<file path="src/ps2mt_pkg.sv">
// ----------------------------------------------------------------------------
// ps2mt_pkg
// shared types and constants for the ps/2 mouse packet tracker
// ----------------------------------------------------------------------------
package ps2mt_pkg;

	// configuration register indexes
	localparam logic [1:0] CFG_MOUSE_KIND = 2'd0;
	localparam logic [1:0] CFG_X_LIMIT    = 2'd1;
	localparam logic [1:0] CFG_Y_LIMIT    = 2'd2;

	localparam int unsigned CFG_DATA_BITS = 16;
	localparam int unsigned LIMIT_BITS    = 16;
	localparam int unsigned DELTA_BITS    = 10;

	// byte 0 flag bits
	localparam int unsigned SYNC_BIT  = 3;
	localparam int unsigned X_SIGN    = 4;
	localparam int unsigned Y_SIGN    = 5;
	localparam int unsigned X_OVF     = 6;
	localparam int unsigned Y_OVF     = 7;

	// button 4 and 5 bits of byte 3
	localparam int unsigned BTN4_BIT  = 4;
	localparam int unsigned BTN5_BIT  = 5;

	localparam logic signed [DELTA_BITS-1:0] DELTA_OVF_POS = 10'sd255;
	localparam logic signed [DELTA_BITS-1:0] DELTA_OVF_NEG = -10'sd255;

	// packet position of the last byte
	localparam logic [1:0] LAST_IDX_SHORT = 2'd2;
	localparam logic [1:0] LAST_IDX_LONG  = 2'd3;

	typedef enum logic [1:0] {
		KIND_GENERIC = 2'd0,
		KIND_WHEEL   = 2'd1,
		KIND_FIVE    = 2'd2
	} mouse_kind_t;

	// assembled packet handed to the update stage
	typedef struct packed {
		logic        done;
		mouse_kind_t kind;
		logic [7:0]  flags;
		logic [7:0]  dx;
		logic [7:0]  dy;
		logic [7:0]  last;
	} packet_t;

	// decoded result
	typedef struct packed {
		logic [15:0]        x_position;
		logic [15:0]        y_position;
		logic signed [15:0] wheel_total;
		logic               left_button;
		logic               right_button;
		logic               middle_button;
		logic               fourth_button;
		logic               fifth_button;
	} result_t;

endpackage

</file>
<file path="src/ps2_mouse_packet_tracker_top.sv">
// ----------------------------------------------------------------------------
// ps2_mouse_packet_tracker_top
// decodes ps/2 mouse packets into clamped positions, wheel total and buttons
// ----------------------------------------------------------------------------
// usage
// - input channel: one mouse byte per word on rx_byte, in_valid / in_ready
// - output channel: one word per finished packet, out_valid / out_ready
// - generic mice send 3-byte packets, wheel and five-button mice 4-byte
//   packets; a byte without the sync bit is dropped between packets
// - config port: cfg_write with cfg_index / cfg_data;
//   write only while the block is idle
// timing
// - a byte is registered at acceptance and decoded in the next cycle; the
//   result of a packet's last byte is registered when that byte leaves the input register
// - one byte per cycle sustained unless a packet's last byte waits on the
//   result register; the decode from input to result register sets the rate
// reset
// - counters, accumulators and the output valid clear; limits go to all ones
//   and the mouse kind to generic
// stall
// - while a result waits, bytes that do not end a packet keep flowing; the
//   byte that ends the next packet waits in the input register
// ----------------------------------------------------------------------------
module ps2_mouse_packet_tracker_top
	import ps2mt_pkg::*;
#(
	parameter int unsigned POSITION_BITS = 16
) (
	input  logic               clk,
	input  logic               arst_n,
	// config port
	input  logic               cfg_write,
	input  logic [1:0]         cfg_index,
	input  logic [15:0]        cfg_data,
	// byte input
	input  logic               in_valid,
	output logic               in_ready,
	input  logic [7:0]         rx_byte,
	// result output
	output logic               out_valid,
	input  logic               out_ready,
	output logic [15:0]        x_position,
	output logic [15:0]        y_position,
	output logic signed [15:0] wheel_total,
	output logic               left_button,
	output logic               right_button,
	output logic               middle_button,
	output logic               fourth_button,
	output logic               fifth_button
);

	// config registers
	logic [1:0]            mouse_kind_q;
	logic [LIMIT_BITS-1:0] x_limit_q;
	logic [LIMIT_BITS-1:0] y_limit_q;
	mouse_kind_t           kind;

	// input stage
	logic                  valid_s1;
	logic [7:0]            rx_byte_s1;
	logic                  advance;
	logic                  commit;

	packet_t               pkt;
	result_t               res;
	result_t               res_q;
	logic                  out_valid_q;

	always_ff @(posedge clk or negedge arst_n) begin
		if (!arst_n) begin
			mouse_kind_q <= KIND_GENERIC;
			x_limit_q    <= '1;
			y_limit_q    <= '1;
		end else if (cfg_write) begin
			case (cfg_index)
				CFG_MOUSE_KIND: mouse_kind_q <= cfg_data[1:0];
				CFG_X_LIMIT:    x_limit_q    <= cfg_data;
				CFG_Y_LIMIT:    y_limit_q    <= cfg_data;
				default:        ;
			endcase
		end
	end

	// unused kind code decodes as generic
	always_comb begin
		case (mouse_kind_q)
			KIND_WHEEL: kind = KIND_WHEEL;
			KIND_FIVE:  kind = KIND_FIVE;
			default:    kind = KIND_GENERIC;
		endcase
	end

	// a byte that finishes no packet always moves on; a finishing byte needs
	// the result register free or emptying this cycle
	assign advance  = valid_s1 && (!pkt.done || !out_valid_q || out_ready);
	assign commit   = advance && pkt.done;
	assign in_ready = !valid_s1 || advance;

	always_ff @(posedge clk or negedge arst_n) begin
		if (!arst_n) begin
			valid_s1 <= 1'b0;
		end else if (in_ready) begin
			valid_s1 <= in_valid;
		end
	end

	always_ff @(posedge clk) begin
		if (in_ready && in_valid) begin
			rx_byte_s1 <= rx_byte;
		end
	end

	ps2mt_assembler u_assembler (
		.clk        (clk),
		.arst_n     (arst_n),
		.rx_byte_s1 (rx_byte_s1),
		.advance    (advance),
		.kind       (kind),
		.pkt        (pkt)
	);

	ps2mt_update #(
		.POSITION_BITS (POSITION_BITS)
	) u_update (
		.clk     (clk),
		.arst_n  (arst_n),
		.pkt     (pkt),
		.commit  (commit),
		.x_limit (x_limit_q),
		.y_limit (y_limit_q),
		.res     (res)
	);

	// result register
	always_ff @(posedge clk or negedge arst_n) begin
		if (!arst_n) begin
			out_valid_q <= 1'b0;
		end else if (commit) begin
			out_valid_q <= 1'b1;
		end else if (out_ready) begin
			out_valid_q <= 1'b0;
		end
	end

	always_ff @(posedge clk) begin
		if (commit) begin
			res_q <= res;
		end
	end

	assign out_valid     = out_valid_q;
	assign x_position    = res_q.x_position;
	assign y_position    = res_q.y_position;
	assign wheel_total   = res_q.wheel_total;
	assign left_button   = res_q.left_button;
	assign right_button  = res_q.right_button;
	assign middle_button = res_q.middle_button;
	assign fourth_button = res_q.fourth_button;
	assign fifth_button  = res_q.fifth_button;

endmodule

</file>
<file path="src/ps2mt_assembler.sv">
// ----------------------------------------------------------------------------
// ps2mt_assembler
// byte counter and packet byte store; flags the byte that ends a packet
// ----------------------------------------------------------------------------
module ps2mt_assembler
	import ps2mt_pkg::*;
(
	input  logic        clk,
	input  logic        arst_n,
	input  logic [7:0]  rx_byte_s1,
	input  logic        advance,
	input  mouse_kind_t kind,
	output packet_t     pkt
);

	logic [1:0] byte_index_q;
	logic [7:0] packet_bytes_q [3];
	logic [1:0] last_idx;
	logic       drop;
	logic       gather;
	logic       short_end;

	assign last_idx  = (kind == KIND_GENERIC) ? LAST_IDX_SHORT : LAST_IDX_LONG;
	// idle and no sync bit: byte cannot open a packet
	assign drop      = (byte_index_q == 2'd0) && !rx_byte_s1[SYNC_BIT];
	assign gather    = !drop && (byte_index_q < last_idx);
	assign short_end = (kind == KIND_GENERIC) && (byte_index_q == LAST_IDX_SHORT);

	always_ff @(posedge clk or negedge arst_n) begin
		if (!arst_n) begin
			byte_index_q <= 2'd0;
		end else if (advance && !drop) begin
			byte_index_q <= gather ? byte_index_q + 2'd1 : 2'd0;
		end
	end

	always_ff @(posedge clk) begin
		if (advance && gather) begin
			packet_bytes_q[byte_index_q] <= rx_byte_s1;
		end
	end

	always_comb begin
		pkt.done  = !drop && !gather;
		pkt.kind  = kind;
		pkt.flags = packet_bytes_q[0];
		pkt.dx    = packet_bytes_q[1];
		pkt.dy    = short_end ? rx_byte_s1 : packet_bytes_q[2];
		pkt.last  = rx_byte_s1;
	end

endmodule

</file>
<file path="src/ps2mt_update.sv">
// ----------------------------------------------------------------------------
// ps2mt_update
// position and wheel accumulators; computes the result of a finished packet
// ----------------------------------------------------------------------------
module ps2mt_update
	import ps2mt_pkg::*;
#(
	parameter int unsigned POSITION_BITS = 16
) (
	input  logic                   clk,
	input  logic                   arst_n,
	input  packet_t                pkt,
	input  logic                   commit,
	input  logic [LIMIT_BITS-1:0]  x_limit,
	input  logic [LIMIT_BITS-1:0]  y_limit,
	output result_t                res
);

	localparam int unsigned AW = (POSITION_BITS < LIMIT_BITS) ? POSITION_BITS : LIMIT_BITS;
	localparam int unsigned SW = AW + 2;
	localparam logic [LIMIT_BITS-1:0] POS_CAP = LIMIT_BITS'((64'd1 << AW) - 64'd1);

	logic [AW-1:0]             x_accum_q;
	logic [AW-1:0]             y_accum_q;
	logic signed [15:0]        wheel_accum_q;
	logic [AW-1:0]             x_next;
	logic [AW-1:0]             y_next;
	logic signed [15:0]        wheel_next;
	logic signed [15:0]        wheel_delta;
	logic signed [DELTA_BITS-1:0] dx;
	logic signed [DELTA_BITS-1:0] dy;
	logic [LIMIT_BITS-1:0]     x_lim16;
	logic [LIMIT_BITS-1:0]     y_lim16;
	logic                      five;

	function automatic logic signed [DELTA_BITS-1:0] axis_delta(
		input logic [7:0] mag,
		input logic       neg,
		input logic       ovf
	);
		logic signed [DELTA_BITS-1:0] d;
		if (ovf) begin
			d = neg ? DELTA_OVF_NEG : DELTA_OVF_POS;
		end else begin
			d = $signed({neg, neg, mag});
		end
		return d;
	endfunction

	function automatic logic [AW-1:0] move_clamped(
		input logic [AW-1:0]                 pos,
		input logic signed [DELTA_BITS-1:0]  d,
		input logic [AW-1:0]                 lim
	);
		logic signed [SW-1:0] sum;
		logic [AW-1:0]        r;
		sum = $signed({2'b00, pos}) + SW'(d);
		if (sum[SW-1]) begin
			r = '0;
		end else if (sum > $signed({2'b00, lim})) begin
			r = lim;
		end else begin
			r = sum[AW-1:0];
		end
		return r;
	endfunction

	assign x_lim16 = (x_limit > POS_CAP) ? POS_CAP : x_limit;
	assign y_lim16 = (y_limit > POS_CAP) ? POS_CAP : y_limit;

	assign dx = axis_delta(pkt.dx, pkt.flags[X_SIGN], pkt.flags[X_OVF]);
	assign dy = axis_delta(pkt.dy, pkt.flags[Y_SIGN], pkt.flags[Y_OVF]);

	assign x_next = move_clamped(x_accum_q, dx, x_lim16[AW-1:0]);
	assign y_next = move_clamped(y_accum_q, dy, y_lim16[AW-1:0]);

	always_comb begin
		case (pkt.kind)
			KIND_WHEEL: wheel_delta = 16'($signed(pkt.last));
			KIND_FIVE:  wheel_delta = 16'($signed(pkt.last[3:0]));
			default:    wheel_delta = '0;
		endcase
	end

	assign wheel_next = wheel_accum_q + wheel_delta;
	assign five       = (pkt.kind == KIND_FIVE);

	always_ff @(posedge clk or negedge arst_n) begin
		if (!arst_n) begin
			x_accum_q     <= '0;
			y_accum_q     <= '0;
			wheel_accum_q <= '0;
		end else if (commit) begin
			x_accum_q     <= x_next;
			y_accum_q     <= y_next;
			wheel_accum_q <= wheel_next;
		end
	end

	always_comb begin
		res.x_position    = 16'(x_next);
		res.y_position    = 16'(y_next);
		res.wheel_total   = wheel_next;
		res.left_button   = pkt.flags[0];
		res.right_button  = pkt.flags[1];
		res.middle_button = pkt.flags[2];
		res.fourth_button = five && pkt.last[BTN4_BIT];
		res.fifth_button  = five && pkt.last[BTN5_BIT];
	end

endmodule
</file>
<file path="config.mk">
export PLATFORM = sky130hd
export DESIGN_NAME = ps2_mouse_packet_tracker_top
export DESIGN_NICKNAME = d
export VERILOG_FILES = /design/src/ps2mt_pkg.sv /design/src/ps2_mouse_packet_tracker_top.sv /design/src/ps2mt_assembler.sv /design/src/ps2mt_update.sv
export SDC_FILE = /design/constraint.sdc
export NUM_CORES = 1
export LEC_CHECK = 0
export ABC_CLOCK_PERIOD_IN_PS = 12600
export BUFFER_PORTS_ARGS = -buffer_cell sky130_fd_sc_hd__buf_2
export CORE_MARGIN = 2
export CORE_UTILIZATION = 60
export CTS_BUF_LIST = sky130_fd_sc_hd__clkbuf_4
export CTS_CLUSTER_SIZE = 25
export DETAILED_ROUTE_END_ITERATION = 8
export PLACE_DENSITY_LB_ADDON = 0.08
export SLEW_MARGIN = 0
export SYNTH_ARGS = -nofsm -noshare
export SYNTH_HDL_FRONTEND = slang
export SYNTH_HIERARCHICAL = 1
export SYNTH_SLANG_ARGS = --single-unit
export TNS_END_PERCENT = 100
</file>
<file path="constraint.sdc">
create_clock -name clk -period 12.6 [get_ports clk]
set_clock_uncertainty 0.15 [all_clocks]
set_input_delay 1.89 -clock clk [delete_from_list [all_inputs] [get_ports clk]]
set_output_delay 1.89 -clock clk [all_outputs]
set_load 0.01 [all_outputs]
</file>
==> reports/results.ini, run 1 <==
[timing]
min_period_ns=5.81
drv_slew=0
rsz0062_at_grt=false
setup-tns-final_ns=0
period_share_pct=46.1
slew_headroom_pct=33.4
setup_violations=0
worst_pin_slew_ns=0.999
timing.fmax_mhz=172
hold_ws_ns=0.290
hold_violations=0

[floorplan]
core_mm2=0.0165
die_h_um=134
fp.dieW_um=134
io_pins=86
initial_core_util_pct=61.2
rows=47
die_area_mm2=0.0179

[grt]
first_global_vias=6858
grt_pass1_wl_um=34800
antenna_found_initial=1
overflow=0
grt_util_all_layers_pct=24.8
grt_max_degree=77

[clock_network]
h-tree-depth=4
tritoncts=built
cts_resized=0
root_buffer=clkbuf_4
clkTransAtPathRegs_ns=0.16
clock_latency_ns=0.58
clockBufferDepth=2
cts_buffers=17
holdBufCountCts=0
cts_setup_buffers=0
cts_sinks=170

[flow_run]
drv_cap=0

[final_layout]
area_delta_synth_final_pct=8.21
final_cells=1194
final_area_mm2=0.0109
fin_util_pct=66.2
nNetsFinal=1080
n_fill_cell=1294
drive_above_1_share_pct=25.7

[power]
vdd_drop_max_mv=0.117
leakagePower_nw=4.98
powerDensity_mw_per_mm2=233

[route]
ant_nets=0
drt_iter0_markers=464
vias=6905
routed_via_density=5.78
wl_um=21300
first_pass_iters=5
wire_per_inst_um=17.8
drcViolationCount=0

[worst_setup_path]
crit_type=register to register
reg2reg_depth=21
critPathLaunchType=register
reg2reg_to=u_update/y_accum_q[15]$_DFFE_PN0P_
crit_path_start=mouse_kind_q[1]$_DFFE_PN0P_
regToRegSetupSlack_ns=6.79
arrival_ns=6.14
rr_startpoint=mouse_kind_q[1]$_DFFE_PN0P_
cp-endpoint=u_update/y_accum_q[15]$_DFFE_PN0P_
critical_path.max_fanout=17
end_kind=register
worstPathRequired_ns=12.93

[run_status]
status=complete, no violations

[synth]
syn-cell-area_mm2=0.0101
synth_fp_nets=1000
yosysWarnings=6
avgSynthCellArea_um2=11.5
syn_inst=880

[placement]
port_buffers=85
place_area_mm2=0.0106
place_congestion=0.937
hpwl_um=15700
dp_cells=1161

[hold_path]
hold_class=register to register

[through the flow]
step,worst slack (ns),power (W)
2_1_floorplan,6.92,0.00192
4_1_cts,6.80,0.00256
3_3_place_gp,7.03,0.00216
6_report,6.79,0.00256
3_5_place_dp,6.89,0.00222
5_1_grt,6.31,0.00276
[cells in the final DEF (no fill, tap or decap), drive strengths merged, types with 17 or more instances in the layout]
cell and count:
nor2 83, mux2 68, edfxtp 84, o21ai 49
mux2i 32, buf 88, nand2 42, dfrtp 54
ha 86, a21oi 45, clkbuf 17, inv 78
dfstp 32, xnor2 23
[where the power goes]
part / internal, W / total (W) / switching, W
clock: 0.000109 / 0.000326 / 0.000218
combinational: 0.000587 / 0.00137 / 0.000784
sequential: 0.000772 / 0.000858 / 0.0000856
total: 0.00147 / 0.00256 / 0.00109
[sequential cells by signal, indices dropped and copies added, names as in the netlist, 2 cells and up]
name	count
mouse_kind_q	2
x_position	16
x_limit_q	16
u_update/x_accum_q	16
u_assembler/packet_bytes_q	23
u_update/wheel_accum_q	16
rx_byte_s1	8
u_assembler/byte_index_q	2
u_update/y_accum_q	16
y_limit_q	16
y_position	16
wheel_total	16
[final cells by class]
type	instances	area [µm²]	share of cell area [%]
antenna	1	2.50	0.0229
clock buffer	17	128	1.17
clock inverter	15	170	1.55
inverter	69	259	2.37
multi-input combinational	614	4950	45.2
sequential	170	4710	43.1
tap	220	275	2.51
timing repair buffer	88	450	4.11
[routing by layer]
layer	global-route usage [%]	wire length, µm	vias to the layer above	share of wire, %
met2	42.0	10500	177	50
li1	-	-	3336	-
met1	32.7	9360	3362	44
met3	4.42	879	30	4.1
met4	7.92	476	0	2.2
met5	0	0	-	0
[worst max-delay path: stages (launching register included)]
cell	delay, ns
dfrtp_1	0.43
nor2b_1	0.18
nor2_1	0.17
and2_4	0.26
mux2_4	0.31
or2_2	0.27
ha_1	0.22
fa_1	0.43
a211oi_1	0.31
nor2_1	0.12
or3_1	0.34
a21o_1	0.19
a211oi_1	0.24
nor2_1	0.09
ha_1	0.29
nand4_1	0.13
nor3b_1	0.06
a2111oi_0	0.40
a21o_1	0.27
o21ai_4	0.24
o221a_2	0.36
mux2_2	0.26
[how the worst min path moves through the flow]
stage	from	cells past startpoint	end
after floorplan	u_update/y_accum_q[10]$_DFFE_PN0P_	2	u_update/y_accum_q[10]$_DFFE_PN0P_
after detailed placement	u_assembler/packet_bytes_q[0][2]$_DFFE_PP_	0	middle_button$_DFFE_PP_
after global routing	u_assembler/packet_bytes_q[0][0]$_DFFE_PP_	0	left_button$_DFFE_PP_
after CTS	u_assembler/packet_bytes_q[0][2]$_DFFE_PP_	0	middle_button$_DFFE_PP_
after global placement	u_assembler/packet_bytes_q[0][0]$_DFFE_PP_	0	left_button$_DFFE_PP_
final	u_assembler/packet_bytes_q[0][2]$_DFFE_PP_	0	middle_button$_DFFE_PP_
(Power assumes the default switching activity.)
==> run 2, diff against run 1 <==
--- a/config.mk
+++ b/config.mk
@@ -5,10 +5,10 @@
 export SDC_FILE = /design/constraint.sdc
 export NUM_CORES = 1
 export LEC_CHECK = 0
-export ABC_CLOCK_PERIOD_IN_PS = 12600
+export ABC_CLOCK_PERIOD_IN_PS = 4700
 export BUFFER_PORTS_ARGS = -buffer_cell sky130_fd_sc_hd__buf_2
 export CORE_MARGIN = 2
-export CORE_UTILIZATION = 60
+export CORE_UTILIZATION = 56
 export CTS_BUF_LIST = sky130_fd_sc_hd__clkbuf_4
 export CTS_CLUSTER_SIZE = 25
 export DETAILED_ROUTE_END_ITERATION = 8
==> constraint.sdc (replaced) <==
create_clock -name clk -period 4.7 [get_ports clk]
set_clock_uncertainty 0.15 [all_clocks]
set_input_delay 0.705 -clock clk [delete_from_list [all_inputs] [get_ports clk]]
set_output_delay 0.705 -clock clk [all_outputs]
set_load 0.01 [all_outputs]
==> run 2 against run 1 <==
The run now ends with negative setup slack left. Final area is 12% higher. Clock power grew to 2.7 times the previous value. Core utilization grew 2.5 points. Non-clock buffer count is 86 higher. Clock-buffer cell count unchanged. Fmax grew 11%. Wire length rose by 4.9%. Flip-flop and latch count stayed put. Sequential share of layout area decreased by 4.6 points. Largest cell class unchanged. Largest power group unchanged.
==> reports/results.ini, run 2 (synthesized netlist as in run 1, its figures left out) <==
[worst_setup_path]
cp_top_family=compound AO/OA/AOI/OAI gates
end_kind=register
worstPathRequired_ns=5.04  ; -7.89 ns
critPathLaunchType=register
path_cells=buf_6 -> nor2b_4 -> nor2_4 -> and2_4 -> mux2_4 -> or2_4 -> ha_4 -> fa_2 -> a211oi_2 -> nor2_1 -> or3_1 -> a21o_1 -> a211oi_2 -> nor2_2 -> ha_1 -> nand4_1 -> inv_2 -> a2111oi_4 -> a21o_1 -> o21ai_4 -> buf_12 -> mux2i_4 -> o31ai_2
slowest_stage=dfrtp_1
critical_path.max_fanout=8  ; -9
arrival_ns=5.59  ; -0.55 ns
crit_type=register to register
cp_slowest_stage_delay_ns=0.44  ; about the same
cp_num_buf_inv=3  ; +3

[grt]
antenna_found_initial=1  ; unchanged
first_global_vias=7008  ; +2.2%
grt_max_degree=62  ; -19%
grt_util_all_layers_pct=23.1  ; -1.7 points
grt_pass1_wl_um=35200  ; +1.3%
overflow=0  ; unchanged

[route]
first_pass_iters=6  ; +1
drt_iter0_markers=390  ; -16%
ant_nets=0  ; unchanged
vias=7124  ; +3.2%
wl_um=22300  ; +4.9%
routed_via_density=5.52  ; -4.5%
wire_per_inst_um=17.3  ; -2.9%
drcViolationCount=0  ; unchanged

[power]
vdd_drop_max_mv=0.486  ; +320%
powerDensity_mw_per_mm2=676  ; +190%
leakagePower_nw=5.51  ; +11%

[timing]
worst_pin_slew_ns=1.03  ; +0.0294 ns
rsz0062_at_grt=true
finalWorstSetupSlack_ns=-0.544  ; -7.33 ns
setup_violations=32  ; +32
hold_ws_ns=0.111  ; -0.179 ns
slew_headroom_pct=31.4  ; -2.0 points
drv_slew=0  ; unchanged
min_period_ns=5.24  ; -0.568 ns
period_share_pct=112  ; +65 points
hold_violations=0  ; unchanged
timing.fmax_mhz=191  ; +11%

[final_layout]
final_cells=1290  ; +8.0%
area_delta_synth_final_pct=21.2
largest_reg_flops=23  ; unchanged
fin_util_pct=68.7  ; +2.5 points
layout_common_cells=edfxtp_1 (84), buf_2 (84), buf_4 (77)
final_area_mm2=0.0123  ; +12%
drive_above_1_share_pct=38.6  ; +13 points
top_register=u_assembler/packet_bytes_q
nNetsFinal=1167  ; +8.1%

[clock_network]
clock_latency_ns=0.60  ; +0.02 ns
root_buffer=clkbuf_4
cts_sinks=170  ; unchanged
clockBufferDepth=2  ; unchanged
h-tree-depth=4  ; unchanged
cts_buffers=17  ; unchanged
clkTransAtPathRegs_ns=0.18  ; +0.02 ns
tritoncts=built

[floorplan]
core_mm2=0.0178  ; +8.0%
initial_core_util_pct=56.7  ; -4.5 points
fp.dieW_um=138  ; +3.4%
io_pins=86  ; unchanged
die_area_mm2=0.0192  ; +6.9%
rows=49  ; +4.3%
die_h_um=138  ; +3.4%

[placement]
place_area_mm2=0.0112  ; +5.1%
hpwl_um=15900  ; +1.1%
place_congestion=0.852  ; -9.1%
place_ws_ns=-0.544  ; -7.43 ns
port_buffers=85  ; unchanged
dp_cells=1233  ; +6.2%

[run_status]
status=finished, violations left
violations=negative setup slack

[flow_run]
drv_cap=0  ; unchanged

[hold_path]
hold_class=input port to register

-- run 2: changes by cell type in the layout (fill, tap and decap cells not counted), moves of 7 or more --
cell	delta
mux2_2	-8
o21ai_0	-16
buf_4	+73
mux2i_4	+8
mux2_4	+8
mux2i_2	+8
o21ai_1	+7
mux2i_1	-16
ha_1	-10
-- run 2: report_power, final --
part           leakage [nW]  switching, W  internal (W)  total, W
combinational          3.53       0.00257       0.00252   0.00509
sequential             1.81      0.000230       0.00207   0.00230
clock                 0.164      0.000631      0.000260  0.000891
total                  5.51       0.00343       0.00485   0.00829
-- run 2: repair_timing --
item | 4_1_cts | 5_1_grt
gates cloned | 1 | 1
resized for setup | 12 | 115
pin swaps | 8 | 33
setup endpoints to repair | 47 | 64
hold buffers | 1 | 0
buffers inserted | 7 | 14
hold endpoints to repair | 43 | 0
-- run 2: final timing paths --
check / from / slack, ns / cells past startpoint / endpoint
setup reg to reg: mouse_kind_q[1]$_DFFE_PN0P_ / -0.54 / 23 / u_update/y_accum_q[10]$_DFFE_PN0P_
setup / recovery: mouse_kind_q[1]$_DFFE_PN0P_ / -0.54 / 23 / u_update/y_accum_q[10]$_DFFE_PN0P_
max in group asynchronous: arst_n / 2.88 / 3 / x_limit_q[6]$_DFFE_PN1P_
hold / removal: rx_byte[2] / 0.11 / 1 / rx_byte_s1[2]$_DFFE_PP_
hold reg to reg: u_assembler/packet_bytes_q[0][1]$_DFFE_PP_ / 0.29 / 0 / right_button$_DFFE_PP_
min in group asynchronous: arst_n / 0.53 / 2 / u_update/x_accum_q[3]$_DFFE_PN0P_
-- run 2: per-layer routing --
metal  up-vias  GRT usage [%]  share of wire (%)
met5         -              0                  0
met4         0           7.41                1.5
met3        24           3.53                3.2
met2       154           38.9                 50
met1      3420           30.9                 46
li1       3526              -                  -
-- run 2: layout make-up --
class	instances	area [µm²]
fillers	1325	5580
multi-input cells	615	5510
flip-flops and latches	170	4710
repair buffers	174	1180
well taps	229	287
inverters	69	259
clock inverters	15	185
clock buffers	17	128
diodes	1	2.50
-- run 2: stage by stage --
| stage | setup TNS (ns) | power (W) |
|---|---|---|
| after floorplan | -6.39 | 0.00519 |
| final | -14.06 | 0.00829 |
| after detailed placement | -13.17 | 0.00640 |
| after global routing | -24.06 | 0.00892 |
| after global placement | -9.70 | 0.00633 |
| after CTS | -13.82 | 0.00751 |
